--- config.mk ---
export PLATFORM = sky130hd
export DESIGN_NAME = keyword_lexer
export DESIGN_NICKNAME = d
export VERILOG_FILES = /design/src/hdl/kwlex_pkg.sv /design/src/hdl/kwlex_res_fifo.sv /design/src/hdl/keyword_lexer.sv
export SDC_FILE = /design/constraint.sdc
export NUM_CORES = 1
export LEC_CHECK = 0
export ABC_AREA = 1
export BUFFER_PORTS_ARGS = -buffer_cell sky130_fd_sc_hd__buf_2
export CAP_MARGIN = 15
export CORE_MARGIN = 2
export CORE_UTILIZATION = 40
export DETAILED_ROUTE_END_ITERATION = 16
export GPL_ROUTABILITY_DRIVEN = 1
export PLACE_DENSITY = 0.63
export SKIP_LAST_GASP = 1
export SYNTH_ARGS = -nofsm -noshare
export SYNTH_HDL_FRONTEND = slang
export SYNTH_SLANG_ARGS = --single-unit
export TNS_END_PERCENT = 20
--- constraint.sdc ---
create_clock -name i_clk -period 7.6 [get_ports i_clk]
set_input_delay 0.76 -clock i_clk [delete_from_list [all_inputs] [get_ports i_clk]]
set_output_delay 0.76 -clock i_clk [all_outputs]
set_load 0.02 [all_outputs]
--- src/hdl/kwlex_pkg.sv ---
// Package with the token kinds, the keyword table and the character classifiers of the lexer.
package kwlex_pkg;

    localparam int KIND_W      = 5;
    localparam int LINE_W      = 32;
    localparam int OFFS_W      = 32;
    localparam int LEN_W       = 16;
    localparam int CHAR_W      = 8;
    localparam int NUM_KW      = 12;
    localparam int KW_TEXT_MAX = 8;
    localparam int RES_DEPTH   = 4;
    localparam int RES_PTR_W   = $clog2(RES_DEPTH);
    localparam int RES_FILL_W  = $clog2(RES_DEPTH + 1);

    localparam logic [KIND_W-1:0] KIND_IDENT    = 5'd0;
    localparam logic [KIND_W-1:0] KIND_NUMBER   = 5'd1;
    localparam logic [KIND_W-1:0] KIND_KEYWORD0 = 5'd2;
    localparam logic [KIND_W-1:0] KIND_PLUS     = 5'd14;
    localparam logic [KIND_W-1:0] KIND_MINUS    = 5'd15;
    localparam logic [KIND_W-1:0] KIND_STAR     = 5'd16;
    localparam logic [KIND_W-1:0] KIND_SLASH    = 5'd17;
    localparam logic [KIND_W-1:0] KIND_ASSIGN   = 5'd18;
    localparam logic [KIND_W-1:0] KIND_SEMI     = 5'd19;
    localparam logic [KIND_W-1:0] KIND_LPAREN   = 5'd20;
    localparam logic [KIND_W-1:0] KIND_RPAREN   = 5'd21;
    localparam logic [KIND_W-1:0] KIND_LBRACE   = 5'd22;
    localparam logic [KIND_W-1:0] KIND_RBRACE   = 5'd23;
    localparam logic [KIND_W-1:0] KIND_COMMA    = 5'd24;
    localparam logic [KIND_W-1:0] KIND_UNKNOWN  = 5'd25;

    // Keyword text is right-justified: the last character sits in the lowest byte.
    localparam logic [8*KW_TEXT_MAX-1:0] KW_TEXT [NUM_KW] = '{
        "if", "else", "for", "while", "return", "true",
        "false", "print", "break", "continue", "void", "fun"
    };
    localparam int KW_LEN [NUM_KW] = '{2, 4, 3, 5, 6, 4, 5, 5, 5, 8, 4, 3};

    typedef logic [KW_TEXT_MAX-1:0][CHAR_W-1:0] t_kw_buf;

    typedef struct packed {
        logic [LEN_W-1:0]  length;
        logic [OFFS_W-1:0] start;
        logic [LINE_W-1:0] line;
        logic [KIND_W-1:0] kind;
        logic              last;
    } t_token;

    typedef struct packed {
        logic [RES_FILL_W-1:0] fill;
        logic                  room2;
    } t_res_stat;

    function automatic logic is_alpha(input logic [CHAR_W-1:0] c);
        return (c >= 8'h61 && c <= 8'h7A) || (c >= 8'h41 && c <= 8'h5A);
    endfunction

    function automatic logic is_digit(input logic [CHAR_W-1:0] c);
        return c >= 8'h30 && c <= 8'h39;
    endfunction

    function automatic logic is_space(input logic [CHAR_W-1:0] c);
        return c == 8'h20 || (c >= 8'h09 && c <= 8'h0D);
    endfunction

    function automatic logic [KIND_W-1:0] punct_kind(input logic [CHAR_W-1:0] c);
        logic [KIND_W-1:0] k;
        case (c)
            8'h2B:   k = KIND_PLUS;
            8'h2D:   k = KIND_MINUS;
            8'h2A:   k = KIND_STAR;
            8'h2F:   k = KIND_SLASH;
            8'h3D:   k = KIND_ASSIGN;
            8'h3B:   k = KIND_SEMI;
            8'h28:   k = KIND_LPAREN;
            8'h29:   k = KIND_RPAREN;
            8'h7B:   k = KIND_LBRACE;
            8'h7D:   k = KIND_RBRACE;
            8'h2C:   k = KIND_COMMA;
            default: k = KIND_UNKNOWN;
        endcase
        return k;
    endfunction

    // An identifier is a keyword only if its length equals the keyword's length.
    function automatic logic [KIND_W-1:0] kw_kind(input t_kw_buf buf_text,
                                                   input logic [LEN_W-1:0] cnt);
        logic [KIND_W-1:0] kind;
        logic              hit;
        kind = KIND_IDENT;
        for (int k = 0; k < NUM_KW; k++) begin
            hit = (cnt == LEN_W'(KW_LEN[k]));
            for (int i = 0; i < KW_TEXT_MAX; i++) begin
                if (i < KW_LEN[k]) begin
                    hit = hit && (buf_text[i] == KW_TEXT[k][8*(KW_LEN[k]-1-i) +: 8]);
                end
            end
            if (hit) begin
                kind = KIND_KEYWORD0 + KIND_W'(k);
            end
        end
        return kind;
    endfunction

endpackage

--- src/hdl/kwlex_res_fifo.sv ---
// Result queue that takes up to two tokens per cycle and hands out one per cycle while the reader is ready.
module kwlex_res_fifo (
    input  logic                i_clk,
    input  logic                i_rst_n,
    input  logic [1:0]          i_wr_cnt,
    input  kwlex_pkg::t_token   i_wr_data0,
    input  kwlex_pkg::t_token   i_wr_data1,
    output logic                o_rd_valid,
    input  logic                i_rd_ready,
    output kwlex_pkg::t_token   o_rd_data,
    output kwlex_pkg::t_res_stat o_stat
);

    kwlex_pkg::t_token r_mem [kwlex_pkg::RES_DEPTH];
    logic [kwlex_pkg::RES_PTR_W-1:0]  r_wr;
    logic [kwlex_pkg::RES_PTR_W-1:0]  r_rd;
    logic [kwlex_pkg::RES_FILL_W-1:0] r_fill;
    logic [kwlex_pkg::RES_PTR_W-1:0]  wr_next;
    logic                             pop;

    assign wr_next    = r_wr + 1'b1;
    assign pop        = o_rd_valid && i_rd_ready;
    assign o_rd_valid = (r_fill != '0);
    assign o_rd_data  = r_mem[r_rd];
    assign o_stat.fill  = r_fill;
    assign o_stat.room2 = (r_fill <= kwlex_pkg::RES_FILL_W'(kwlex_pkg::RES_DEPTH - 2));

    always_ff @(posedge i_clk) begin
        if (i_wr_cnt != 2'd0) begin
            r_mem[r_wr] <= i_wr_data0;
        end
        if (i_wr_cnt == 2'd2) begin
            r_mem[wr_next] <= i_wr_data1;
        end
    end

    always_ff @(posedge i_clk) begin
        if (!i_rst_n) begin
            r_wr   <= '0;
            r_rd   <= '0;
            r_fill <= '0;
        end else begin
            r_wr   <= r_wr + kwlex_pkg::RES_PTR_W'(i_wr_cnt);
            r_rd   <= r_rd + kwlex_pkg::RES_PTR_W'(pop);
            r_fill <= r_fill + kwlex_pkg::RES_FILL_W'(i_wr_cnt)
                      - kwlex_pkg::RES_FILL_W'(pop);
        end
    end

endmodule

--- src/hdl/keyword_lexer.sv ---
// Top level of the streaming lexer: scanner state, token forming and the result queue.
// The lexer takes one source byte per cycle: classification, keyword matching and token
// forming sit between the scanner registers and a four-entry result queue. A byte is
// taken while the queue has room for two tokens, so a byte that ends one token and yields
// another, or a consumer that stalls, can slow the input.
// Each token carries kind, line, start offset and length; the text itself is not sent.
// Setting tlast on a byte marks the end of the text: pending tokens are flushed and the
// lexer returns to its reset state, with offsets counted from zero and lines from one.
module keyword_lexer #(
    parameter int KEYWORD_MAX_LEN = 8
) (
    input  logic        i_clk,
    input  logic        i_rst_n,
    input  logic        i_s_tvalid,
    output logic        o_s_tready,
    input  logic [7:0]  i_s_tdata,   // char_byte
    input  logic        i_s_tlast,   // end_of_input
    output logic        o_m_tvalid,
    input  logic        i_m_tready,
    output logic [87:0] o_m_tdata,   // token_kind, line_number, start_offset, token_length, pad
    output logic        o_m_tlast    // last_of_run
);

    localparam int IDX_W = $clog2(KEYWORD_MAX_LEN);
    localparam logic [1:0] MODE_IDLE   = 2'd0;
    localparam logic [1:0] MODE_IDENT  = 2'd1;
    localparam logic [1:0] MODE_NUMBER = 2'd2;
    localparam logic [kwlex_pkg::LEN_W-1:0]  LEN_MAX  = '1;
    localparam logic [kwlex_pkg::LINE_W-1:0] LINE_MAX = '1;

    logic [1:0]                          r_mode, n_mode;
    logic [KEYWORD_MAX_LEN-1:0][7:0]     r_kbuf, n_kbuf;
    logic [kwlex_pkg::OFFS_W-1:0]        r_start, n_start;
    logic [kwlex_pkg::LEN_W-1:0]         r_count, n_count;
    logic [kwlex_pkg::OFFS_W-1:0]        r_pos, n_pos;
    logic [kwlex_pkg::LINE_W-1:0]        r_line, n_line;

    logic                       accept;
    logic [7:0]                 c;
    logic                       eoi;
    logic                       c_alpha, c_digit, c_space, c_word;
    logic                       cont, start_tok;
    logic [kwlex_pkg::LEN_W-1:0] cnt_inc;
    kwlex_pkg::t_kw_buf         fl_buf;
    logic [kwlex_pkg::LEN_W-1:0] fl_cnt;
    logic                       res_a_vld, res_b_vld;
    kwlex_pkg::t_token          res_a, res_b, wr0;
    logic [1:0]                 wr_cnt;
    kwlex_pkg::t_token          out_tok;
    kwlex_pkg::t_res_stat       q_stat;

    assign c       = i_s_tdata;
    assign eoi     = i_s_tlast;
    assign accept  = i_s_tvalid && o_s_tready;
    assign c_alpha = kwlex_pkg::is_alpha(c) || (c == 8'h5F);
    assign c_digit = kwlex_pkg::is_digit(c);
    assign c_space = kwlex_pkg::is_space(c);
    assign c_word  = c_alpha || c_digit;

    assign cont      = (r_mode == MODE_IDENT && c_word) || (r_mode == MODE_NUMBER && c_digit);
    assign start_tok = !cont && c_word;
    assign cnt_inc   = (r_count == LEN_MAX) ? r_count : r_count + 1'b1;

    always_comb begin
        n_kbuf = r_kbuf;
        if (start_tok) begin
            n_kbuf    = '0;
            n_kbuf[0] = c;
        end else if (cont && r_count < kwlex_pkg::LEN_W'(KEYWORD_MAX_LEN)) begin
            n_kbuf[r_count[IDX_W-1:0]] = c;
        end
    end

    assign fl_buf = cont ? kwlex_pkg::t_kw_buf'(n_kbuf[kwlex_pkg::KW_TEXT_MAX-1:0])
                         : kwlex_pkg::t_kw_buf'(r_kbuf[kwlex_pkg::KW_TEXT_MAX-1:0]);
    assign fl_cnt = cont ? cnt_inc : r_count;

    // The pending token goes out first; the byte's own token, if any, follows it.
    assign res_a_vld = accept && (cont ? eoi : (r_mode != MODE_IDLE));
    assign res_b_vld = accept && !cont && !c_space && (!c_word || eoi);

    always_comb begin
        res_a.kind   = (r_mode == MODE_IDENT) ? kwlex_pkg::kw_kind(fl_buf, fl_cnt)
                                              : kwlex_pkg::KIND_NUMBER;
        res_a.line   = r_line;
        res_a.start  = r_start;
        res_a.length = fl_cnt;
        res_a.last   = !res_b_vld;

        // No keyword is one character long, so a lone letter is always an identifier.
        if (c_alpha) begin
            res_b.kind = kwlex_pkg::KIND_IDENT;
        end else if (c_digit) begin
            res_b.kind = kwlex_pkg::KIND_NUMBER;
        end else begin
            res_b.kind = kwlex_pkg::punct_kind(c);
        end
        res_b.line   = r_line;
        res_b.start  = r_pos;
        res_b.length = kwlex_pkg::LEN_W'(1);
        res_b.last   = 1'b1;
    end

    assign wr0    = res_a_vld ? res_a : res_b;
    assign wr_cnt = 2'(res_a_vld) + 2'(res_b_vld);

    always_comb begin
        n_mode  = r_mode;
        n_start = r_start;
        n_count = r_count;
        n_pos   = r_pos + 1'b1;
        n_line  = r_line;
        if (cont) begin
            n_count = cnt_inc;
        end else if (c_alpha) begin
            n_mode  = MODE_IDENT;
            n_start = r_pos;
            n_count = kwlex_pkg::LEN_W'(1);
        end else if (c_digit) begin
            n_mode  = MODE_NUMBER;
            n_start = r_pos;
            n_count = kwlex_pkg::LEN_W'(1);
        end else begin
            n_mode = MODE_IDLE;
            if (c == 8'h0A && r_line != LINE_MAX) begin
                n_line = r_line + 1'b1;
            end
        end
        if (eoi) begin
            n_mode  = MODE_IDLE;
            n_start = '0;
            n_count = '0;
            n_pos   = '0;
            n_line  = kwlex_pkg::LINE_W'(1);
        end
    end

    always_ff @(posedge i_clk) begin
        if (!i_rst_n) begin
            r_mode  <= MODE_IDLE;
            r_start <= '0;
            r_count <= '0;
            r_pos   <= '0;
            r_line  <= kwlex_pkg::LINE_W'(1);
        end else if (accept) begin
            r_mode  <= n_mode;
            r_start <= n_start;
            r_count <= n_count;
            r_pos   <= n_pos;
            r_line  <= n_line;
        end
    end

    always_ff @(posedge i_clk) begin
        if (accept) begin
            r_kbuf <= n_kbuf;
        end
    end

    kwlex_res_fifo u_res_fifo (
        .i_clk      (i_clk),
        .i_rst_n    (i_rst_n),
        .i_wr_cnt   (wr_cnt),
        .i_wr_data0 (wr0),
        .i_wr_data1 (res_b),
        .o_rd_valid (o_m_tvalid),
        .i_rd_ready (i_m_tready),
        .o_rd_data  (out_tok),
        .o_stat     (q_stat)
    );

    assign o_s_tready = q_stat.room2;
    assign o_m_tdata  = {3'b000, out_tok.length, out_tok.start, out_tok.line, out_tok.kind};
    assign o_m_tlast  = out_tok.last;

    a_line_nonzero: assert property (@(posedge i_clk) disable iff (!i_rst_n)
        r_line != '0)
        else $error("line counter reached zero");

    a_ready_room: assert property (@(posedge i_clk) disable iff (!i_rst_n)
        o_s_tready |-> q_stat.fill <= kwlex_pkg::RES_FILL_W'(kwlex_pkg::RES_DEPTH - 2))
        else $error("input taken without room for two tokens");

    a_ident_len: assert property (@(posedge i_clk) disable iff (!i_rst_n)
        (r_mode == MODE_IDENT || r_mode == MODE_NUMBER) |-> r_count != '0)
        else $error("pending token has zero length");

    a_eoi_reset: assert property (@(posedge i_clk) disable iff (!i_rst_n)
        (accept && eoi) |=> (r_pos == '0 && r_mode == MODE_IDLE
                             && r_line == kwlex_pkg::LINE_W'(1)))
        else $error("end of text did not restore the reset state");

endmodule
==> metrics <==
post-cts sizing count 0; actual slew at the worst max-slew pin 1.18 ns; cell area after synthesis 26600 µm²; RSZ-0062 raised after global routing false; Crit path largest cell delay 0.64 ns; Hold WC Path Type register to register; Ports 104; Setup crit start kind input pin; worst ir drop on vdd 0.000177 V; clock share of power 0.312; Hold Path End u_res_fifo.r_mem[2][74]; CP max-delay cell clkinv_1; row count 94; Critical Path RT 8.07 ns; Layout area overhead 11.1%; IO buf count 100; Clock transition at path regs 0.06 ns; DP HPWL 49800 µm; Finished Cell Area 29600 µm²; sequential-to-total area share from yosys stat 0.526; setup TNS 0 ns; cells along the critical path buf_2 -> inv_1 -> nor2_1 -> nand2_1 -> inv_1 -> nand2_2 -> nand2_4 -> nand2_8 -> nand2_8 -> inv_1 -> o21ai_1 -> inv_1 -> o21ai_4 -> inv_1 -> ha_1 -> inv_1 -> nor3_1 -> inv_1 -> buf_4 -> nand2_4 -> clkinv_1 -> buf_4 -> nand2_1 -> o21ai_0; vias per std cell 5.42; outcome finished, final reports clean; antenna violations before repair 1; top-area cell type share of the netlist area 0.384; GP Congestion 0.926; Core Util, Final 0.449; Clock Skew 0.0415 ns; antenna viol nets, final 0; post-route insts no fill 4209; Yosys warning total 0; clk_lat worst skew 0.63 ns; nets 3325; Seq pwr share 0.409; top_reg_cell synth edfxtp_1; Post-Place Cells 4107; Ant. Diodes 0; fmax 186 MHz; CP Capture Type register; vias in the first global route 21369; Fill cells 6544; Final Worst Setup Slack 2.21 ns; WHS Path Cells 2; first-pass GRT wire length 121000 µm; Worst Path Buf+Inv 11; Async SR Flop Fraction 0; # Post-CTS Setup Buffers 0; H-tree depth 2; Critical Path Fanout Max 55; Final Max Tran Viols 0; Hold-fix buffers, CTS 0; Crit path top cell by count inv_1; CTS buffer count 55; Register Area 14000 µm²; synth top area cells edfxtp_1 38%, dfxtp_1 14%, nand2_1 9.2%; most frequent cells in the layout 647 x nand2_1, 535 x nor2_1, 392 x o21ai_0, 340 x edfxtp_1, 268 x inv_1; EDFF count, synth 340; max_cap viols 0; area leader, netlist edfxtp_1; CP arrival 5.86 ns; post-layout min period 5.39 ns; syn avg cell area 8.11 µm²; Multi-input gate area 10700 µm²; Tot GR Track Use 0.224; Hold Crit Start u_res_fifo.r_mem[2][74]; layout cell share with drive strength beyond 1 0.0954; Sink Count 529; unique cell type count in the Yosys netlist 56; CTS tree done; TritonRoute pass-1 iters 6; pwr dens 293 nW/µm²; Final Routed Wirelength 78300 µm; Die Wd 262 µm; Post-Synthesis Cells 3284; fin crit share 0.709; R2R cell count 18; Power Internal 0.00554 W; pin count of the biggest net entering global routing 98; Starting Density 0.404; DRC Markers 0; combinational share of power 0.279; Leak 10.7 nW; First DRT Iteration DRCs 2335; flop2flop setup slack 2.46 ns; Slew HR 0.215; total grt overflow 0; switch share 0.359; Crit Path Class input pin to register; Core Region 65900 µm²; clk buf depth 3; flops & latches, synth 529; WL/cell 18.6 µm; FF-to-FF End u_res_fifo.r_mem[0][75]; final-report setup violation count 0; vias 22832; commonest non-fill, non-tap cell in the layout nand2_1; Worst R2R Start r_mode[1]; CP delay by family, top buffers and inverters; pre-CTS setup slack 1.59 ns; Post-DP Area 27800 µm²; Die Area 68600 µm²; Root Driver clkbuf_16; Die Y 262 µm; Final Hold Fails 0; Psw 0.00311 W
==> sequential cells by signal, indices dropped and copies added (netlist names) <==
name and cells:
r_start 32, u_res_fifo.r_fill 3, r_pos 32, r_line 32, r_mode 2, u_res_fifo.r_rd 2, r_count 16, u_res_fifo.r_wr 2
u_res_fifo.r_mem 344, r_kbuf 64
==> cells in the mapped netlist (all sizes together) (9+ instances only) <==
master	instances
buf	40
a21oi	120
nor2	556
nor4	12
inv	299
nand3b	9
nand2	672
edfxtp	340
nand4	43
o21ai	416
clkbuf	138
nor3	67
o22ai	218
dfxtp	189
nand3	96
ha	11
clkinv	10
==> cells by family (layout without fill, tap and decap cells) <==
| group | Yosys count | in the layout | share of synthesized area |
|---|---|---|---|
| AOI/OAI and AO/OA | 781 | 781 | 0.161 |
| xor gates and xnor gates | 7 | 7 | 0.00230 |
| adders and majority gates | 12 | 12 | 0.00592 |
| buffers and inverters | 487 | 546 | 0.0729 |
| DFF | 529 | 529 | 0.526 |
| muxes | 1 | 1 | 0.000423 |
| other | 1 | 3 | 0.000141 |
| and+or+nand+nor | 1466 | 1466 | 0.232 |
==> power groups by stage <==
stage	logic (W)	clock network (W)	registers [W]
detailed placement	0.00242	0	0.00360
CTS	0.00243	0.00274	0.00354
finish	0.00241	0.00270	0.00354
global placement	0.00241	0	0.00359
global route	0.00264	0.00284	0.00357
floorplan	0.00160	0	0.00351
==> worst max-delay path by stage <==
stage / to / slack (ns) / cells past startpoint / startpoint
finish: u_res_fifo.r_mem[0][75] / 2.21 / 24 / i_s_tdata[6]
global route: u_res_fifo.r_mem[0][84] / 1.74 / 24 / i_s_tdata[1]
CTS: u_res_fifo.r_mem[0][83] / 2.24 / 24 / i_s_tdata[6]
detailed placement: u_res_fifo.r_mem[0][80] / 1.59 / 24 / i_s_tdata[6]
global placement: u_res_fifo.r_mem[0][76] / 1.71 / 24 / i_s_tdata[1]
floorplan: u_res_fifo.r_mem[0][32] / 1.53 / 18 / u_res_fifo.r_fill[0]
==> area by class of cell <==
| type | instances | share of cell area |
|---|---|---|
| clock buffers | 70 | 0.0495 |
| clock inverters | 32 | 0.0111 |
| inverters | 309 | 0.0395 |
| multi-input cells | 2270 | 0.363 |
| flip-flops and latches | 529 | 0.474 |
| well taps | 864 | 0.0366 |
| repair buffers | 135 | 0.0265 |
==> per-stage QoR <==
stage / power (W) / hold WS (ns)
after detailed placement: 0.00602 / 0.439
after CTS: 0.00871 / 0.447
final: 0.00865 / 0.455
after floorplan: 0.00512 / 0.422
after global routing: 0.00904 / 0.472
after global placement: 0.00600 / 0.432
==> per-layer routing <==
| layer | vias up | part of all wire | global-route usage |
|---|---|---|---|
| met5 | - | 0 | 0 |
| met4 | 0 | 0.031 | 0.0794 |
| met3 | 145 | 0.065 | 0.0281 |
| met2 | 827 | 0.46 | 0.368 |
| met1 | 10668 | 0.44 | 0.305 |
| li1 | 11192 | - | - |
==> worst register-to-register path: stages, from the launching register on <==
cell,delay [ns]
dfxtp_1,0.48
nor2_1,0.21
nand2_8,0.15
nand2_8,0.23
inv_1,0.26
o21ai_1,0.14
inv_1,0.15
o21ai_4,0.08
inv_1,0.38
ha_1,0.27
inv_1,0.09
nor3_1,0.56
inv_1,0.09
buf_4,0.30
nand2_4,0.36
clkinv_1,0.64
buf_4,0.46
nand2_1,0.09
o21ai_0,0.07
Power figures use the tool's default switching activity.
